`src/rtl/gpd_pkg.sv`:
```
// ----------------------------------------------------------------------------
// gpd_pkg
// Shared types, constants and helper functions for the gamepad poll and
// drive mix block.
// ----------------------------------------------------------------------------
package gpd_pkg;

    typedef logic [7:0] t_byte;

    localparam int REPORT_LEN = 6;
    localparam int CFG_IDX_W  = 1;
    localparam int CFG_DATA_W = 3;
    localparam int PICK_W     = 3;

    typedef logic [PICK_W-1:0] t_pick;

    localparam logic [CFG_IDX_W-1:0] CFG_LATERAL = 1'b0;
    localparam logic [CFG_IDX_W-1:0] CFG_FORWARD = 1'b1;

    localparam t_pick LATERAL_PICK_RST = 3'd1;
    localparam t_pick FORWARD_PICK_RST = 3'd4;
    localparam t_pick MAX_PICK         = 3'd4;

    localparam logic REQ_START = 1'b0;
    localparam logic REQ_BIT   = 1'b1;

    localparam logic [2:0] BIT_LAST     = 3'd7;
    localparam logic [3:0] BYTE_IDENT   = 4'd1;
    localparam logic [3:0] BYTE_CHECK   = 4'd2;
    localparam logic [3:0] REPORT_FIRST = 4'd3;
    localparam logic [3:0] LAST_BYTE    = 4'd8;

    localparam t_byte CMD_START  = 8'h01;
    localparam t_byte CMD_POLL   = 8'h42;
    localparam t_byte CMD_IDLE   = 8'h00;
    localparam t_byte IDENT_HI   = 8'h73;
    localparam t_byte IDENT_LO   = 8'h5A;
    localparam t_byte LAT_CENTER = 8'h80;
    localparam t_byte FWD_CENTER = 8'h7F;
    localparam t_byte DRIVE_BASE = 8'hBB;
    localparam t_byte DRIVE_MAX  = 8'hFF;

    typedef t_byte t_report [REPORT_LEN];

    localparam t_report REPORT_DEFAULTS = '{8'hFF, 8'hFF, 8'h80, 8'h7F, 8'h80, 8'h7F};

    typedef struct packed {
        logic req_type;
        logic dat_bit;
    } t_in_item;

    typedef struct packed {
        logic        cmd_bit;
        logic        select_active;
        logic        frame_done;
        logic        link_ok;
        logic [15:0] buttons;
        t_byte       motor_a;
        t_byte       motor_b;
        t_byte       motor_c;
        t_byte       motor_d;
    } t_out_item;

    typedef struct packed {
        logic        cmd_bit;
        logic        select_active;
        logic        frame_done;
        logic        link_ok;
        logic [15:0] buttons;
        t_byte       lat_axis;
        t_byte       fwd_axis;
    } t_frame_view;

    typedef struct packed {
        t_byte motor_a;
        t_byte motor_b;
        t_byte motor_c;
        t_byte motor_d;
    } t_drive;

    function automatic t_byte cmd_byte(input logic [3:0] pos);
        t_byte b;
        if (pos == 4'd0) begin
            b = CMD_START;
        end else if (pos == 4'd1) begin
            b = CMD_POLL;
        end else begin
            b = CMD_IDLE;
        end
        return b;
    endfunction

endpackage

```
`src/rtl/gpd_frame.sv`:
```
// ----------------------------------------------------------------------------
// gpd_frame
// Poll frame sequencer: bit and byte counters, receive shifter, link check
// and the stored report bytes. Presents the post-transaction view.
// ----------------------------------------------------------------------------
module gpd_frame
    import gpd_pkg::*;
(
    input  logic        i_clk,
    input  logic        i_rst_n,
    input  logic        i_accept,
    input  t_in_item    i_item,
    input  t_pick       i_lat_pick,
    input  t_pick       i_fwd_pick,
    output t_frame_view o_view
);

    logic       r_busy, n_busy;
    logic [3:0] r_byte, n_byte;
    logic [2:0] r_bit, n_bit;
    t_byte      r_shift, n_shift;
    t_byte      r_ident, n_ident;
    t_report    r_rep, n_rep;
    t_byte      shift_or;
    logic       end_frame;
    logic       n_done, n_link;
    t_byte      cmd_cur;

    function automatic t_byte axis_sel(input t_pick pick, input t_report rep);
        t_byte b;
        case (pick)
            3'd0:    b = rep[1];
            3'd1:    b = rep[2];
            3'd2:    b = rep[3];
            3'd3:    b = rep[4];
            default: b = rep[5];
        endcase
        return b;
    endfunction

    assign shift_or = r_shift | (t_byte'(i_item.dat_bit) << r_bit);

    always_comb begin
        n_busy    = r_busy;
        n_byte    = r_byte;
        n_bit     = r_bit;
        n_shift   = r_shift;
        n_ident   = r_ident;
        n_rep     = r_rep;
        n_done    = 1'b0;
        n_link    = 1'b0;
        end_frame = 1'b0;
        if (i_accept) begin
            if (i_item.req_type == REQ_START) begin
                n_busy  = 1'b1;
                n_byte  = '0;
                n_bit   = '0;
                n_shift = '0;
            end else if (r_busy) begin
                if (r_bit == BIT_LAST) begin
                    n_shift = '0;
                    n_bit   = '0;
                    if (r_byte == BYTE_IDENT) begin
                        n_ident = shift_or;
                    end else if (r_byte == BYTE_CHECK) begin
                        if (!(r_ident == IDENT_HI && shift_or == IDENT_LO)) begin
                            n_rep     = REPORT_DEFAULTS;
                            end_frame = 1'b1;
                        end
                    end else if (r_byte >= REPORT_FIRST && r_byte <= LAST_BYTE) begin
                        n_rep[3'(r_byte - REPORT_FIRST)] = shift_or;
                        if (r_byte == LAST_BYTE) begin
                            end_frame = 1'b1;
                            n_link    = 1'b1;
                        end
                    end else if (r_byte > LAST_BYTE) begin
                        end_frame = 1'b1;
                    end
                    if (end_frame) begin
                        n_busy = 1'b0;
                        n_byte = '0;
                        n_done = 1'b1;
                    end else begin
                        n_byte = r_byte + 4'd1;
                    end
                end else begin
                    n_bit   = r_bit + 3'd1;
                    n_shift = shift_or;
                end
            end
        end
    end

    always_ff @(posedge i_clk) begin
        if (!i_rst_n) begin
            r_busy  <= 1'b0;
            r_byte  <= '0;
            r_bit   <= '0;
            r_shift <= '0;
            r_ident <= '0;
            r_rep   <= REPORT_DEFAULTS;
        end else begin
            r_busy  <= n_busy;
            r_byte  <= n_byte;
            r_bit   <= n_bit;
            r_shift <= n_shift;
            r_ident <= n_ident;
            r_rep   <= n_rep;
        end
    end

    assign cmd_cur = cmd_byte(n_byte);

    always_comb begin
        o_view.cmd_bit       = n_busy & cmd_cur[n_bit];
        o_view.select_active = n_busy;
        o_view.frame_done    = n_done;
        o_view.link_ok       = n_link;
        o_view.buttons       = {n_rep[0], n_rep[1]};
        o_view.lat_axis      = axis_sel(i_lat_pick, n_rep);
        o_view.fwd_axis      = axis_sel(i_fwd_pick, n_rep);
    end

endmodule

```
`src/rtl/gpd_mix.sv`:
```
// ----------------------------------------------------------------------------
// gpd_mix
// Motor drive mixer: splits both axes around their centers, sums the halves
// in pairs and maps each sum onto the saturated drive range.
// ----------------------------------------------------------------------------
module gpd_mix
    import gpd_pkg::*;
(
    input  t_byte  i_lat_axis,
    input  t_byte  i_fwd_axis,
    output t_drive o_drive
);

    logic [8:0] px, nx, py, ny;

    function automatic t_byte drive_cap(input logic [9:0] v);
        logic [8:0] t;
        t_byte      r;
        t = 9'(v >> 2) + 9'(DRIVE_BASE);
        if (v == '0) begin
            r = '0;
        end else if (t > 9'(DRIVE_MAX)) begin
            r = DRIVE_MAX;
        end else begin
            r = t[7:0];
        end
        return r;
    endfunction

    always_comb begin
        px = (i_lat_axis > LAT_CENTER) ? {1'b0, i_lat_axis - LAT_CENTER} << 1 : '0;
        nx = (i_lat_axis < LAT_CENTER) ? {1'b0, LAT_CENTER - i_lat_axis} << 1 : '0;
        py = (i_fwd_axis > FWD_CENTER) ? {1'b0, i_fwd_axis - FWD_CENTER} << 1 : '0;
        ny = (i_fwd_axis < FWD_CENTER) ? {1'b0, FWD_CENTER - i_fwd_axis} << 1 : '0;
        o_drive.motor_a = drive_cap({1'b0, px} + {1'b0, py});
        o_drive.motor_b = drive_cap({1'b0, nx} + {1'b0, ny});
        o_drive.motor_c = drive_cap({1'b0, nx} + {1'b0, py});
        o_drive.motor_d = drive_cap({1'b0, px} + {1'b0, ny});
    end

endmodule

```
`src/rtl/gamepad_poll_and_drive_mix.sv`:
```
// ----------------------------------------------------------------------------
// gamepad_poll_and_drive_mix
// Gamepad poll sequencer with motor drive mixing, one bit period per
// transaction.
// ----------------------------------------------------------------------------
// Each input transaction is either a frame start or one serial bit period.
// The block takes one transaction per clock and registers exactly one result
// transaction for it in a single output register; a
// stall on the output holds that register and stalls the input in turn.
// The two axis pick registers are written through the configuration port
// and must only change while no transaction is in flight.
module gamepad_poll_and_drive_mix
    import gpd_pkg::*;
(
    input  logic                  i_clk,
    input  logic                  i_rst_n,
    input  logic                  i_in_valid,
    input  t_in_item              i_in_data,
    output logic                  o_in_stall,
    output logic                  o_out_valid,
    output t_out_item             o_out_data,
    input  logic                  i_out_stall,
    input  logic                  i_cfg_we,
    input  logic [CFG_IDX_W-1:0]  i_cfg_idx,
    input  logic [CFG_DATA_W-1:0] i_cfg_data
);

    t_pick       r_lat_pick, r_fwd_pick;
    t_pick       lat_sat, fwd_sat;
    logic        in_accept;
    logic        r_out_valid, n_out_valid;
    t_out_item   r_out_data, n_out_data;
    t_frame_view view;
    t_drive      drive;

    assign o_in_stall = r_out_valid & i_out_stall;
    assign in_accept  = i_in_valid & ~o_in_stall;

    always_ff @(posedge i_clk) begin
        if (!i_rst_n) begin
            r_lat_pick <= LATERAL_PICK_RST;
            r_fwd_pick <= FORWARD_PICK_RST;
        end else if (i_cfg_we) begin
            unique case (i_cfg_idx)
                CFG_LATERAL: r_lat_pick <= i_cfg_data;
                CFG_FORWARD: r_fwd_pick <= i_cfg_data;
                default:     r_lat_pick <= r_lat_pick;
            endcase
        end
    end

    assign lat_sat = (r_lat_pick > MAX_PICK) ? MAX_PICK : r_lat_pick;
    assign fwd_sat = (r_fwd_pick > MAX_PICK) ? MAX_PICK : r_fwd_pick;

    gpd_frame u_frame (
        .i_clk      (i_clk),
        .i_rst_n    (i_rst_n),
        .i_accept   (in_accept),
        .i_item     (i_in_data),
        .i_lat_pick (lat_sat),
        .i_fwd_pick (fwd_sat),
        .o_view     (view)
    );

    gpd_mix u_mix (
        .i_lat_axis (view.lat_axis),
        .i_fwd_axis (view.fwd_axis),
        .o_drive    (drive)
    );

    always_comb begin
        n_out_valid = in_accept | (r_out_valid & i_out_stall);
        n_out_data  = r_out_data;
        if (in_accept) begin
            n_out_data.cmd_bit       = view.cmd_bit;
            n_out_data.select_active = view.select_active;
            n_out_data.frame_done    = view.frame_done;
            n_out_data.link_ok       = view.link_ok;
            n_out_data.buttons       = view.buttons;
            n_out_data.motor_a       = drive.motor_a;
            n_out_data.motor_b       = drive.motor_b;
            n_out_data.motor_c       = drive.motor_c;
            n_out_data.motor_d       = drive.motor_d;
        end
    end

    always_ff @(posedge i_clk) begin
        if (!i_rst_n) begin
            r_out_valid <= 1'b0;
        end else begin
            r_out_valid <= n_out_valid;
        end
    end

    always_ff @(posedge i_clk) begin
        r_out_data <= n_out_data;
    end

    assign o_out_valid = r_out_valid;
    assign o_out_data  = r_out_data;

endmodule

```
`config.mk`:
```
export PLATFORM = sky130hd
export DESIGN_NAME = gamepad_poll_and_drive_mix
export DESIGN_NICKNAME = d
export VERILOG_FILES = /design/src/rtl/gpd_pkg.sv /design/src/rtl/gpd_frame.sv /design/src/rtl/gpd_mix.sv /design/src/rtl/gamepad_poll_and_drive_mix.sv
export SDC_FILE = /design/constraint.sdc
export NUM_CORES = 1
export LEC_CHECK = 0
export BUFFER_PORTS_ARGS = -buffer_cell sky130_fd_sc_hd__buf_4
export CAP_MARGIN = 20
export CELL_PAD_IN_SITES_DETAIL_PLACEMENT = 0
export CELL_PAD_IN_SITES_GLOBAL_PLACEMENT = 1
export CORE_ASPECT_RATIO = 1.1
export CORE_MARGIN = 2
export CORE_UTILIZATION = 42
export DETAILED_ROUTE_END_ITERATION = 12
export PLACE_DENSITY = 0.74
export SYNTH_ARGS = -nofsm -noshare
export SYNTH_HDL_FRONTEND = slang
export SYNTH_SLANG_ARGS = --single-unit
```
`constraint.sdc`:
```
create_clock -name i_clk -period 6.8 [get_ports i_clk]
set_input_delay 0.68 -clock i_clk [delete_from_list [all_inputs] [get_ports i_clk]]
set_output_delay 0.68 -clock i_clk [all_outputs]
set_load 0.1 [all_outputs]
```
Word-level counts from Yosys, hierarchy flattened. Index checks and enable logic that the tools add are counted.

Logic and storage cells: 152. Bits of input ports: 11. Output and inout port bits: 54. Bits in registers: 131.

$lt $le $gt $ge: 16. Add/sub/neg operators: 15. Multiplexer cells: 55. Reductions and logical operators: 16. Shift-type cells: 1. Bitwise operators: 12. Equality and inequality tests: 14.

Operators by type and width (number): 48-bit 2-to-1 mux (8); 8-bit 2-to-1 mux (9); 8-bit case mux with 4 select lines (2); 48-bit bitwise mux (1); 9-bit by 9-bit adder with 10-bit output (4); 10-bit zero test (4); 8-bit by 8-bit adder with 9-bit output (second input constant) (4); 9-bit by 8-bit greater-than comparator with 1-bit output (second input constant) (4); 9-bit 2-to-1 mux (4); 8-bit demux with 3-bit select (1); 4-bit 2-to-1 mux (5); 3-bit 2-to-1 mux (6); 1-bit 2-to-1 mux (17); 8-bit by 7-bit equality test with 1-bit output (second input constant) (2); 3-bit by 2-bit equality test with 1-bit output (second input constant) (4); 4-bit by 1-bit equality test with 1-bit output (second input constant) (2); 8-bit by 7-bit greater-than comparator with 1-bit output (second input constant) (1); 8-bit greater-than comparator (second input constant) (1); 8-bit by 7-bit less-than comparator with 1-bit output (second input constant) (1); 8-bit less-than comparator (second input constant) (1); 8-bit OR (1); 1-bit by 3-bit left shift with 8-bit output (1); 7-bit by 8-bit subtractor with 8-bit output (first input constant) (1); 8-bit by 7-bit subtractor with 8-bit output (second input constant) (1); 30 further kinds (44).

Longest topological paths before layout. Gate-level depths: netlist of the first run.

Depth after elaboration: 22. Gate-level depth with buffers: 34. Depth with buffers taken out: 31.

Hierarchy. Synthesis of the first run repeated with hierarchy kept, for this count alone.

Cell total of the unflattened synthesis: 1054. Area, all modules: 9135.0 um^2.

Modules (own cells, without submodules): gpd_frame (seq. area each 1441.4 um^2, cells an instance 597, times used 1, area each 4558.1 um^2); gpd_mix (seq. area each 0.0 um^2, cells an instance 369, times used 1, area each 2698.8 um^2); gamepad_poll_and_drive_mix (seq. area each 1701.6 um^2, cells an instance 88, times used 1, area each 1878.1 um^2).

Least setup slack after synthesis of the first run. OpenSTA, ideal clock, no wires.

Path kind: register to register. Start: register r_out_valid (netlist: o_out_valid). End: register r_out_data (netlist bit o_out_data[24]) (data pin). Buffers on the path: 2. Path slack: -0.100 ns. Setup time: 0.293 ns. Clock period less this slack: 6.900 ns. Cell stages (with the launch flop): 28. Data arrival time: 6.607 ns. Data required time: 6.507 ns. Cell sequence: dfxtp_1 a21bo_1 buf_2 inv_2 nand4_1 clkbuf_1 o41ai_1 o21a_1 o22ai_1 a311oi_1 nand4_1 nor2b_1 nand2_1 and3_1 inv_1 fa_1 inv_1 a21oi_1 o21bai_1 a21o_1 a21o_1 xor2_1 nor3b_1 nand2b_1 nor2_1 a221oi_1 a22o_1 a21oi_1.

Longest elaborated chain between the ends: 11. Elaborated cells between the ends (all ways): 17. Classes of those cells: add/sub: 4; order compare: 3; mux: 6; bitwise: 3; reduce/logical: 1.

Ends and longest elaborated chain: from (decl) (line gamepad_poll_and_drive_mix.sv:31) `logic r_out_valid, n_out_valid;`; from (signal assigned) (line gamepad_poll_and_drive_mix.sv:91) `r_out_valid <= n_out_valid;`; 1-bit bitwise AND (*) (line gamepad_poll_and_drive_mix.sv:36) `assign o_in_stall = r_out_valid & i_out_stall;`; 1-bit inverter (*) (line gamepad_poll_and_drive_mix.sv:37) `assign in_accept = i_in_valid & ~o_in_stall;`; 1-bit bitwise AND (*) (line gamepad_poll_and_drive_mix.sv:37); named net in_accept (line gamepad_poll_and_drive_mix.sv:30) `logic in_accept;`; 48-bit 2-to-1 mux (*) (line gpd_frame.sv:53) `if (i_accept) begin`; 8-bit case mux with 4 select lines (line gpd_frame.sv:31) `case (pick)`; 8-bit subtractor, or another cell as far along (line gpd_mix.sv:31) `px = (i_lat_axis > LAT_CENTER) ? {1'b0, i_lat_axis - LAT_CENTER} << 1 : '0;`; 9-bit 2-to-1 mux (on tied branches) (line gpd_mix.sv:31, gpd_mix.sv:33); 9-bit by 9-bit adder with 10-bit output (*) (line gpd_mix.sv:35) `o_drive.motor_a = drive_cap({1'b0, px} + {1'b0, py});`; 8-bit by 8-bit adder with 9-bit output (line gpd_mix.sv:19) `t = 9'(v >> 2) + 9'(DRIVE_BASE);`; 9-bit by 8-bit greater-than comparator with 1-bit output (line gpd_mix.sv:22) `end else if (t > 9'(DRIVE_MAX)) begin`; 8-bit 2-to-1 mux (line gpd_mix.sv:22); to (signal assigned) (line gamepad_poll_and_drive_mix.sv:96) `r_out_data <= n_out_data;`; to (decl) (line gamepad_poll_and_drive_mix.sv:32) `t_out_item r_out_data, n_out_data;`.

The timed path passes the listed nets; every way through them passes the cells marked *. A chain may end at the register's enable or synchronous reset.

Final worst setup path of the first run.
Start: register u_frame.r_byte[1]. End: register r_out_data (netlist bit o_out_data[1]) (data pin).

Longest elaborated chain between the ends: 21. Elaborated cells between the ends (all ways): 33. Classes of those cells: add/sub: 5; order compare: 7; eq/ne: 2; mux: 15; bitwise: 1; reduce/logical: 3.

Ends and longest elaborated chain: from (decl) (line gpd_frame.sv:19) `logic [3:0] r_byte, n_byte;`; from (signal assigned) (line gpd_frame.sv:104) `r_byte <= n_byte;`; 3-bit by 2-bit subtractor with 3-bit output (line gpd_frame.sv:71) `n_rep[3'(r_byte - REPORT_FIRST)] = shift_or;`; 3-bit inverter with 4-bit output (not written as such) (line gpd_frame.sv:71); 4-bit >= comparator (not written as such) / 4-bit by 1-bit less-than comparator with 1-bit output (equally long branches) (line gpd_frame.sv:71); 1-bit logical AND (not written as such) (line gpd_frame.sv:71); 8-bit 2-to-1 mux (not written as such) (line gpd_frame.sv:71); 8-bit demux with 3-bit select (line gpd_frame.sv:71); 48-bit bitwise mux (line gpd_frame.sv:71); 48-bit 2-to-1 mux (line gpd_frame.sv:70) `end else if (r_byte >= REPORT_FIRST && r_byte <= LAST_BYTE) begin`; (+5 left out); 48-bit 2-to-1 mux (*) (line gpd_frame.sv:53); 8-bit case mux with 4 select lines (line gpd_frame.sv:31); 8-bit subtractor, or another cell as far along (line gpd_mix.sv:31); 9-bit 2-to-1 mux (on tied branches) (line gpd_mix.sv:31, gpd_mix.sv:34); 9-bit by 9-bit adder with 10-bit output (*) (line gpd_mix.sv:38) `o_drive.motor_d = drive_cap({1'b0, px} + {1'b0, ny});`; 8-bit by 8-bit adder with 9-bit output (line gpd_mix.sv:19); 9-bit by 8-bit greater-than comparator with 1-bit output (line gpd_mix.sv:22); 8-bit 2-to-1 mux (line gpd_mix.sv:22).

Mark *: on every way between the ends. The rest lies on a longest branch, timed or not.

==> impl.org, run 1 <==
** Run status
- Status :: complete, no violations

** Clock network
- Inserted Clock Buffers :: 17
- Clock-pin slew on the worst setup and hold paths :: 0.07 ns
- In this run the number of H-tree levels came out at 4.
- Number of clock sinks :: 131
- Clock latency reported for the late side of the worst-skew pair :: 0.44 ns
- Root buffer selected by CTS :: sky130_fd_sc_hd__clkbuf_16
- TritonCTS built the clock tree.
- The clock passes through at most 2 buffers.
- Hold_buf cts :: 0

** Timing
- The final count of hold timing violations is 0.
- Hold Slack :: 0.4541 ns
- Clock skew on the completed layout was measured at 0.01164 ns.
- Count of endpoints failing setup in the final report :: 0
- The worst pin sits at a relative slew slack of 0.4570.
- Setup slack on the critical path of the routed design comes to 0.5234 ns.
- Crit share post-route :: 0.9230
- Total negative setup slack :: 0 ns
- Timing would allow up to 159.3 MHz.
- Slew at the pin closest to its max-slew limit :: 0.8145 ns
- Number of max-slew violations in the final report :: 0
- Final period demand of the worst path :: 6.277 ns

** Yosys
- The netlist uses 101 different library cells.
- Largest cells by area after synthesis :: sky130_fd_sc_hd__dfxtp_1 17%, sky130_fd_sc_hd__edfxtp_1 17%, sky130_fd_sc_hd__ha_1 5.1%
- Count of synthesis-stage warnings from yosys :: 0
- Number of register bits inferred by synthesis :: 131
- Of the synthesized area, sequential elements account for 0.3355.
- Asr flop ratio synth :: 0
- Syn_nets :: 1162
- The biggest area contributor in the post-synthesis netlist is sky130_fd_sc_hd__dfxtp_1.
- Dividing the synthesized area by the synthesized cell count gives 8.447 um2.
- Number of synthesized flops with an enable pin :: 52
- Top-area cell type share of the netlist area :: 0.1688
- Netlist area before placement :: 9368 um2
- Cells after Synth :: 1109
- In the synthesized netlist the dominant register cell turns out to be sky130_fd_sc_hd__dfxtp_1.

** Cells and area
- Leaving out fill and tap cells, the most frequent cell in the layout is sky130_fd_sc_hd__buf_4.
- After filler insertion, the fill cell instance count of the layout stands at 2207.
- Area taken by flip-flops and latches :: 3147 um2
- Of the cells placed in the final design, the portion with a size suffix greater than 1 is 0.2090.
- Net count reported at finish :: 1303
- Antenna cells :: 0
- Area taken by multi-input logic gates :: 5926 um2
- In the layout the commonest cells are 168 x sky130_fd_sc_hd__buf_4, 106 x sky130_fd_sc_hd__nor2_1, 96 x sky130_fd_sc_hd__nand2_1, 78 x sky130_fd_sc_hd__dfxtp_1, 77 x sky130_fd_sc_hd__a21oi_1.
- Relative to the synthesized area, the layout overhead comes to 22.52%.
- After the flow finishes, the layout carries non-filler instances totaling 1558.

** Detailed routing
- The count of nets left with antenna violations once routing finished came out at 0.
- Routed vias :: 9389
- After detailed routing, the average wire length per cell comes to 20.56 um.
- Before antenna repair, the detailed router went through 5 iterations.
- Using the TritonRoute via totals, the vias-per-cell ratio works out to 6.026.
- The first routing iteration left 802 violations.
- Wires add up to 32.04 mm.
- DRC violation count after routing :: 0

** Worst setup path
- Max FO, Critical Path :: 14
- Largest incremental delay on the critical path :: 0.55 ns
- CP Data Arrival Time :: 6.47 ns
- The worst register-to-register path has a setup slack of 0.52 ns.
- The worst setup path is of the reg -> reg kind.
- Destination of the worst register-to-register timing path :: o_out_data[1]
- Register-to-Register Path Depth :: 27
- Data required time at the worst endpoint :: 6.99 ns
- STA classifies the critical path endpoint as a flop.
- Most common cell on crit path :: sky130_fd_sc_hd__a21oi_1
- The worst setup path is launched from a flop.
- Worst flop-to-flop path startpoint :: u_frame.r_byte[1]
- CP max-delay cell :: sky130_fd_sc_hd__or3b_2

** Global routing
- Wire length of the first global-routing pass :: 50.02 mm
- Overall global routing resource usage :: 0.2725
- Summed over all layers, the global routing overflow is 0.
- Number of global-route vias before repair :: 9071
- Entering global routing, the biggest net connects 59 pins.
- The initial antenna violation count is 0.

** Floorplanning
- Die Height :: 160.6 um
- Row generation in the floorplan step produced 57 rows.
- Number of primary I/O pins :: 65
- The die is 146.4 um wide.
- The floorplan step defined a core boundary enclosing 21970 um2.
- The initial utilization of the core area, before any placement, comes to 0.4265.
- The floorplan step defined a die boundary enclosing 23520 um2.

** Min path
- Min-delay worst type :: in -> reg
- Depth of the worst hold-timing path :: 2
- For hold timing, the worst endpoint is o_out_valid.
- The worst hold path begins at i_in_valid.

** Placed design
- Count of input and output buffers :: 64
- At the placement stage, the worst setup path has a slack of 0.06569 ns.
- The congestion estimate from routability-driven global placement came to 1.021.
- Cell count after placement :: 1524
- Detailed placement HPWL :: 24.23 mm

** Run
- Across the run, the number of max-cap violations was 0.

** Power
- Static leakage power :: 4.522 nW
- Power per Cell Area :: 245.9 nW/um2
- Power comes to 2.822 mW.
- Highest ir drop seen on vdd :: 0.0001725 V
## synthesized netlist by cell type, types with 6 or more instances
library cell                 n
sky130_fd_sc_hd__and2_1     28
sky130_fd_sc_hd__nor4_1     12
sky130_fd_sc_hd__o21ai_1     6
sky130_fd_sc_hd__a22o_1      6
sky130_fd_sc_hd__o31ai_1    10
sky130_fd_sc_hd__a211oi_1   17
sky130_fd_sc_hd__nand2b_1   20
sky130_fd_sc_hd__and3_1     18
sky130_fd_sc_hd__clkbuf_1   34
sky130_fd_sc_hd__a22oi_1    16
sky130_fd_sc_hd__xnor2_1    31
sky130_fd_sc_hd__a21o_1     18
sky130_fd_sc_hd__mux2i_1    10
sky130_fd_sc_hd__dfxtp_1    79
sky130_fd_sc_hd__nor2b_1    13
sky130_fd_sc_hd__a31oi_1    21
sky130_fd_sc_hd__o22ai_1     8
sky130_fd_sc_hd__nand2_1    96
sky130_fd_sc_hd__o21ai_0    48
sky130_fd_sc_hd__buf_2       9
sky130_fd_sc_hd__a21oi_1    77
sky130_fd_sc_hd__nor2_1    109
sky130_fd_sc_hd__nor3_1     30
sky130_fd_sc_hd__ha_1       38
sky130_fd_sc_hd__o21a_1     10
sky130_fd_sc_hd__and4_1      7
sky130_fd_sc_hd__inv_1      50
sky130_fd_sc_hd__nand4_1    15
sky130_fd_sc_hd__xor2_1     18
sky130_fd_sc_hd__or3_1       7
sky130_fd_sc_hd__edfxtp_1   52
sky130_fd_sc_hd__or2_2       9
sky130_fd_sc_hd__nand3_1    29
## repair_timing
item | CTS | global route
setup buffers | 0 | 2
endpoints found under the setup margin | 0 | 29
resized for setup | 0 | 22
## sequential cells by signal, summed over array words and instances (netlist names)
name             cells
r_lat_pick           3
u_frame.r_busy       1
o_out_valid          1
u_frame.r_bit        3
o_out_data          52
u_frame.r_byte       4
u_frame.r_rep       48
u_frame.r_shift      8
r_fwd_pick           3
u_frame.r_ident      8
## power by group
part           switching [mW]  internal, mW
sequential             0.0211         0.900
combinational           0.696         0.292
clock                   0.400         0.512
## cell families after synthesis
group           synth area share
other cells            0.0004003
xor+xnor                 0.04822
compound gates            0.2570
fa+ha+maj                0.06358
flops                     0.3355
simple gates              0.2381
mux                      0.01549
buf+inv                  0.04167
## cell type report
cell class	instances	area share
Tap cell	295	0.03216
Sequential cell	131	0.2742
Multi-Input combinational cell	880	0.5163
Clock inverter	15	0.01254
Clock buffer	17	0.03707
Inverter	51	0.01690
Timing Repair Buffer	169	0.1109
## critical path: cells and delay by family (launching register included)
kind / cells / cell delay [ns]
xor gates and xnor gates: 1 / 0.17
adders and majority gates: 3 / 0.92
and+or+nand+nor: 8 / 1.75
muxes: 1 / 0.17
DFF: 1 / 0.34
buffers and inverters: 4 / 0.60
AOI/OAI and AO/OA: 10 / 2.07
## through the flow
stage          utilization  area [um2]
2_1_floorplan            -        9370
3_3_place_gp        0.4914       10790
3_5_place_dp        0.4914       10790
4_1_cts             0.5173       11360
5_1_grt             0.5225       11480
6_report            0.5225       11480
## metal layers
layer / GRT usage / part of all wire
met1: 0.3204 / 0.40
met2: 0.4726 / 0.49
met3: 0.04119 / 0.055
met4: 0.1589 / 0.056
met5: 0 / 0
## worst max-delay path by stage
stage | start | to | slack (ns) | cells past startpoint
after floorplan | o_out_valid | o_out_data[24] | 0.19 | 27
after global placement | u_frame.r_byte[0] | o_out_data[1] | 0.06 | 26
after detailed placement | i_in_data[0] | o_out_data[1] | 0.07 | 26
after CTS | u_frame.r_byte[0] | o_out_data[25] | 0.04 | 29
after global routing | u_frame.r_byte[0] | o_out_data[25] | -0.02 | 30
final | u_frame.r_byte[1] | o_out_data[1] | 0.52 | 27
Note: power is estimated with default switching activity, not from simulation.
==> run 2, diff against run 1 <==
CORE_UTILIZATION = 44   (was 42)
CTS_BUF_LIST = sky130_fd_sc_hd__clkbuf_2   (was not set)
PLACE_DENSITY = 0.77   (was 0.74)
==> run 2 against run 1 <==
  * Non-clock buffer count fell by 1
  * Power fell by 12%
  * Highest routed layer unchanged
  * Largest cell class unchanged
  * Final area fell by 2.1%
  * Sequential power barely moved
==> impl.org, run 2 (synthesis gave the netlist of run 1 again) <==
** Run status
- Status :: complete, no violations

** Cells and area
- Synth-to-Final Area Change :: 19.91%
- The register with the most flip-flops in the layout has 52 of them.
- The net count of the finished layout is 1302.
- The top cell types in the final layout, fill and taps aside, are 167 x sky130_fd_sc_hd__buf_4, 107 x sky130_fd_sc_hd__nor2_1, 96 x sky130_fd_sc_hd__nand2_1, 77 x sky130_fd_sc_hd__a21oi_1, 76 x sky130_fd_sc_hd__dfxtp_1.
- Most common library cell in the layout ignoring fill and taps :: sky130_fd_sc_hd__buf_4
- Share of cells above drive strength 1 :: 0.2187
- Post-Layout Cell Count :: 1548
- Filler Cell Count :: 2000

** Detailed routing
- Antenna-violating nets left :: 0
- Summed over all layers, the routed wires come to 32.20 mm.
- The pre-antenna-repair detailed-routing pass consisted of 5 iterations.
- Average wire length per cell after detail routing :: 20.80 um
- The routed layout has 9312 vias.
- Number of DRC markers in iteration 0 :: 772
- In the routed design, unresolved DRC markers number 0.
- Dividing the detail-routed via count by the number of cells gives 6.016.

** Timing
- On the final layout, the worst clock skew is 0.06217 ns.
- Final period demand of the worst path :: 6.258 ns
- Setup violations remaining at the end of the flow were counted as 0.
- Slew margin rel. :: 0.3978
- Maximum operating frequency :: 159.8 MHz
- Hold Slack :: 0.1237 ns
- The final number of max-transition violations came to 0.
- In the finished design, the share of the clock period the worst path needs comes to 0.9203.
- The worst path meets setup with 0.5419 ns of slack.
- Count of endpoints failing hold in the final timing report :: 0
- For the pin with the worst max-slew slack, the measured transition is 0.9033 ns.

** Global routing
- Overall global routing resource usage :: 0.2897
- The first global-routing pass estimated 49.63 mm of wire.
- Maximum number of pins on one net before global-route repair :: 46
- Number of antenna violations at the first check in global routing :: 1
- Number of global-route vias before repair :: 8949
- For this run the aggregate overflow at the end of global routing stands at 0.

** Clock network
- TritonCTS built the clock tree.
- CTS built an H-tree with a depth of 4.
- Clock tree synthesis selected as its root buffer the cell sky130_fd_sc_hd__clkbuf_2.
- Counting along the longest clock path gives a buffer depth of 2.
- Clock-pin slew was measured on the worst setup and hold paths at 0.23 ns.
- The tree built by TritonCTS fans out to 131 sinks.
- Inserted Clock Buffers :: 17
- The clock reaches the later pin of the worst-skew pair after 0.77 ns.

** Min path
- In this run the worst hold path is classified as in -> reg.
- The worst hold path was traced through 2 stages.

** Power
- Internal power of the cells :: 1.412 mW
- Highest ir drop seen on vdd :: 0.0001148 V
- Static leakage power :: 4.429 nW
- The design draws 2.479 mW.
- Net switching component of the power :: 1.067 mW
- Sequential cell fraction of total power :: 0.371
- Clock power frac :: 0.227
- For this design the ratio of total power to cell area is 220.7 nW/um2.
- Power share of the combinational group :: 0.402
- Of the total power, the share spent switching nets is 0.4303.

** Floorplanning
- The die covers 22470 um2.
- Die X-Extent :: 143.1 um
- Die Height :: 157.0 um
- 65 I/O pins were placed.
- Initial Util :: 0.4523
- Core Footprint :: 20710 um2
- After floorplanning, the core was divided into 55 placement rows.

** Worst setup path
- Most common cell on crit path :: sky130_fd_sc_hd__inv_1
- CP max-delay cell :: sky130_fd_sc_hd__dfxtp_4
- Kind of cell adding the most delay to the critical path :: compound AO/OA/AOI/OAI gates
- Worst Setup Start Kind :: flop
- The worst setup path is captured at a flop.
- Data on the critical path is required at its endpoint by 7.43 ns.
- Register-to-Register Path Depth :: 29
- Crit path depth :: 29
- Worst Path Class, Setup :: reg -> reg
- Data on the critical path arrives at its endpoint at 6.89 ns.
- Number of buffer and inverter instances along the worst setup path :: 5
- In this design, the stage delay of the slowest critical-path cell is 0.48 ns.
- Max FO, Critical Path :: 13

** Placed design
- Cell count after placement :: 1514
- Detailed placement HPWL :: 24.49 mm
- Count of input and output buffers :: 64
- Before CTS, the worst setup slack after placement is 0.02673 ns.
- The congestion estimate from routability-driven global placement came to 0.9440.

** Run
- Across the run, the number of max-cap violations was 0.
[run 2: cell count changes in the layout (fill, tap and decap cells not counted), moves of 3 or more]
cell                        before  now
sky130_fd_sc_hd__clkbuf_16      17    0
sky130_fd_sc_hd__inv_6           7    4
sky130_fd_sc_hd__clkbuf_2        0   19
sky130_fd_sc_hd__nor2b_1        13   10
[run 2: power groups by stage]
stage / Sequential (mW) / Combinational, mW / Clock (mW)
4_1_cts: 0.921 / 0.992 / 0.571
5_1_grt: 0.927 / 1.07 / 0.605
3_5_place_dp: 0.937 / 0.989 / 0
3_3_place_gp: 0.937 / 0.987 / 0
2_1_floorplan: 1.31 / 0.384 / 0
6_report: 0.919 / 0.996 / 0.563
[run 2: path summary, 6_finish.rpt]
kind	from	to	slack (ns)
worst min-delay path	i_in_valid	o_out_valid	0.12
worst max register to register	u_frame.r_byte[0]	o_out_data[25]	0.54
worst min register to register	u_frame.r_shift[7]	u_frame.r_shift[7]	0.50
worst max-delay path	u_frame.r_byte[0]	o_out_data[25]	0.54
[run 2: through the flow]
| stage | TNS, ns | cell area (um2) | utilization |
|---|---|---|---|
| final | 0 | 11230 | 0.5423 |
| after global routing | -0.007867 | 11230 | 0.5423 |
| after CTS | 0 | 11060 | 0.5342 |
| after detailed placement | 0 | 10790 | 0.5211 |
| after global placement | 0 | 10790 | 0.5211 |
| after floorplan | 0 | 9370 | - |
[run 2: cell type report]
cell class	instances	area, um2	share of cell area
Multi-Input combinational cell	880	5987	0.5330
Sequential cell	131	3149	0.2804
Timing Repair Buffer	168	1274	0.1134
Tap cell	285	356.6	0.03174
Inverter	51	193.9	0.01726
Clock inverter	13	175.2	0.01559
Clock buffer	19	95.09	0.008465
Antenna cell	1	2.502	0.0002228
[run 2: what timing repair did]
| action | 4_1_cts | 5_1_grt |
|---|---|---|
| setup buffers | 0 | 1 |
| gates resized for setup | 0 | 37 |
| hold buffers | 0 | 0 |
| setup endpoints to repair | 0 | 28 |
[run 2: metal layers]
metal | wire length (um) | track usage
met4 | 1774 | 0.1622
met2 | 15590 | 0.4953
met5 | 0 | 0
met3 | 1771 | 0.04837
met1 | 13070 | 0.3444
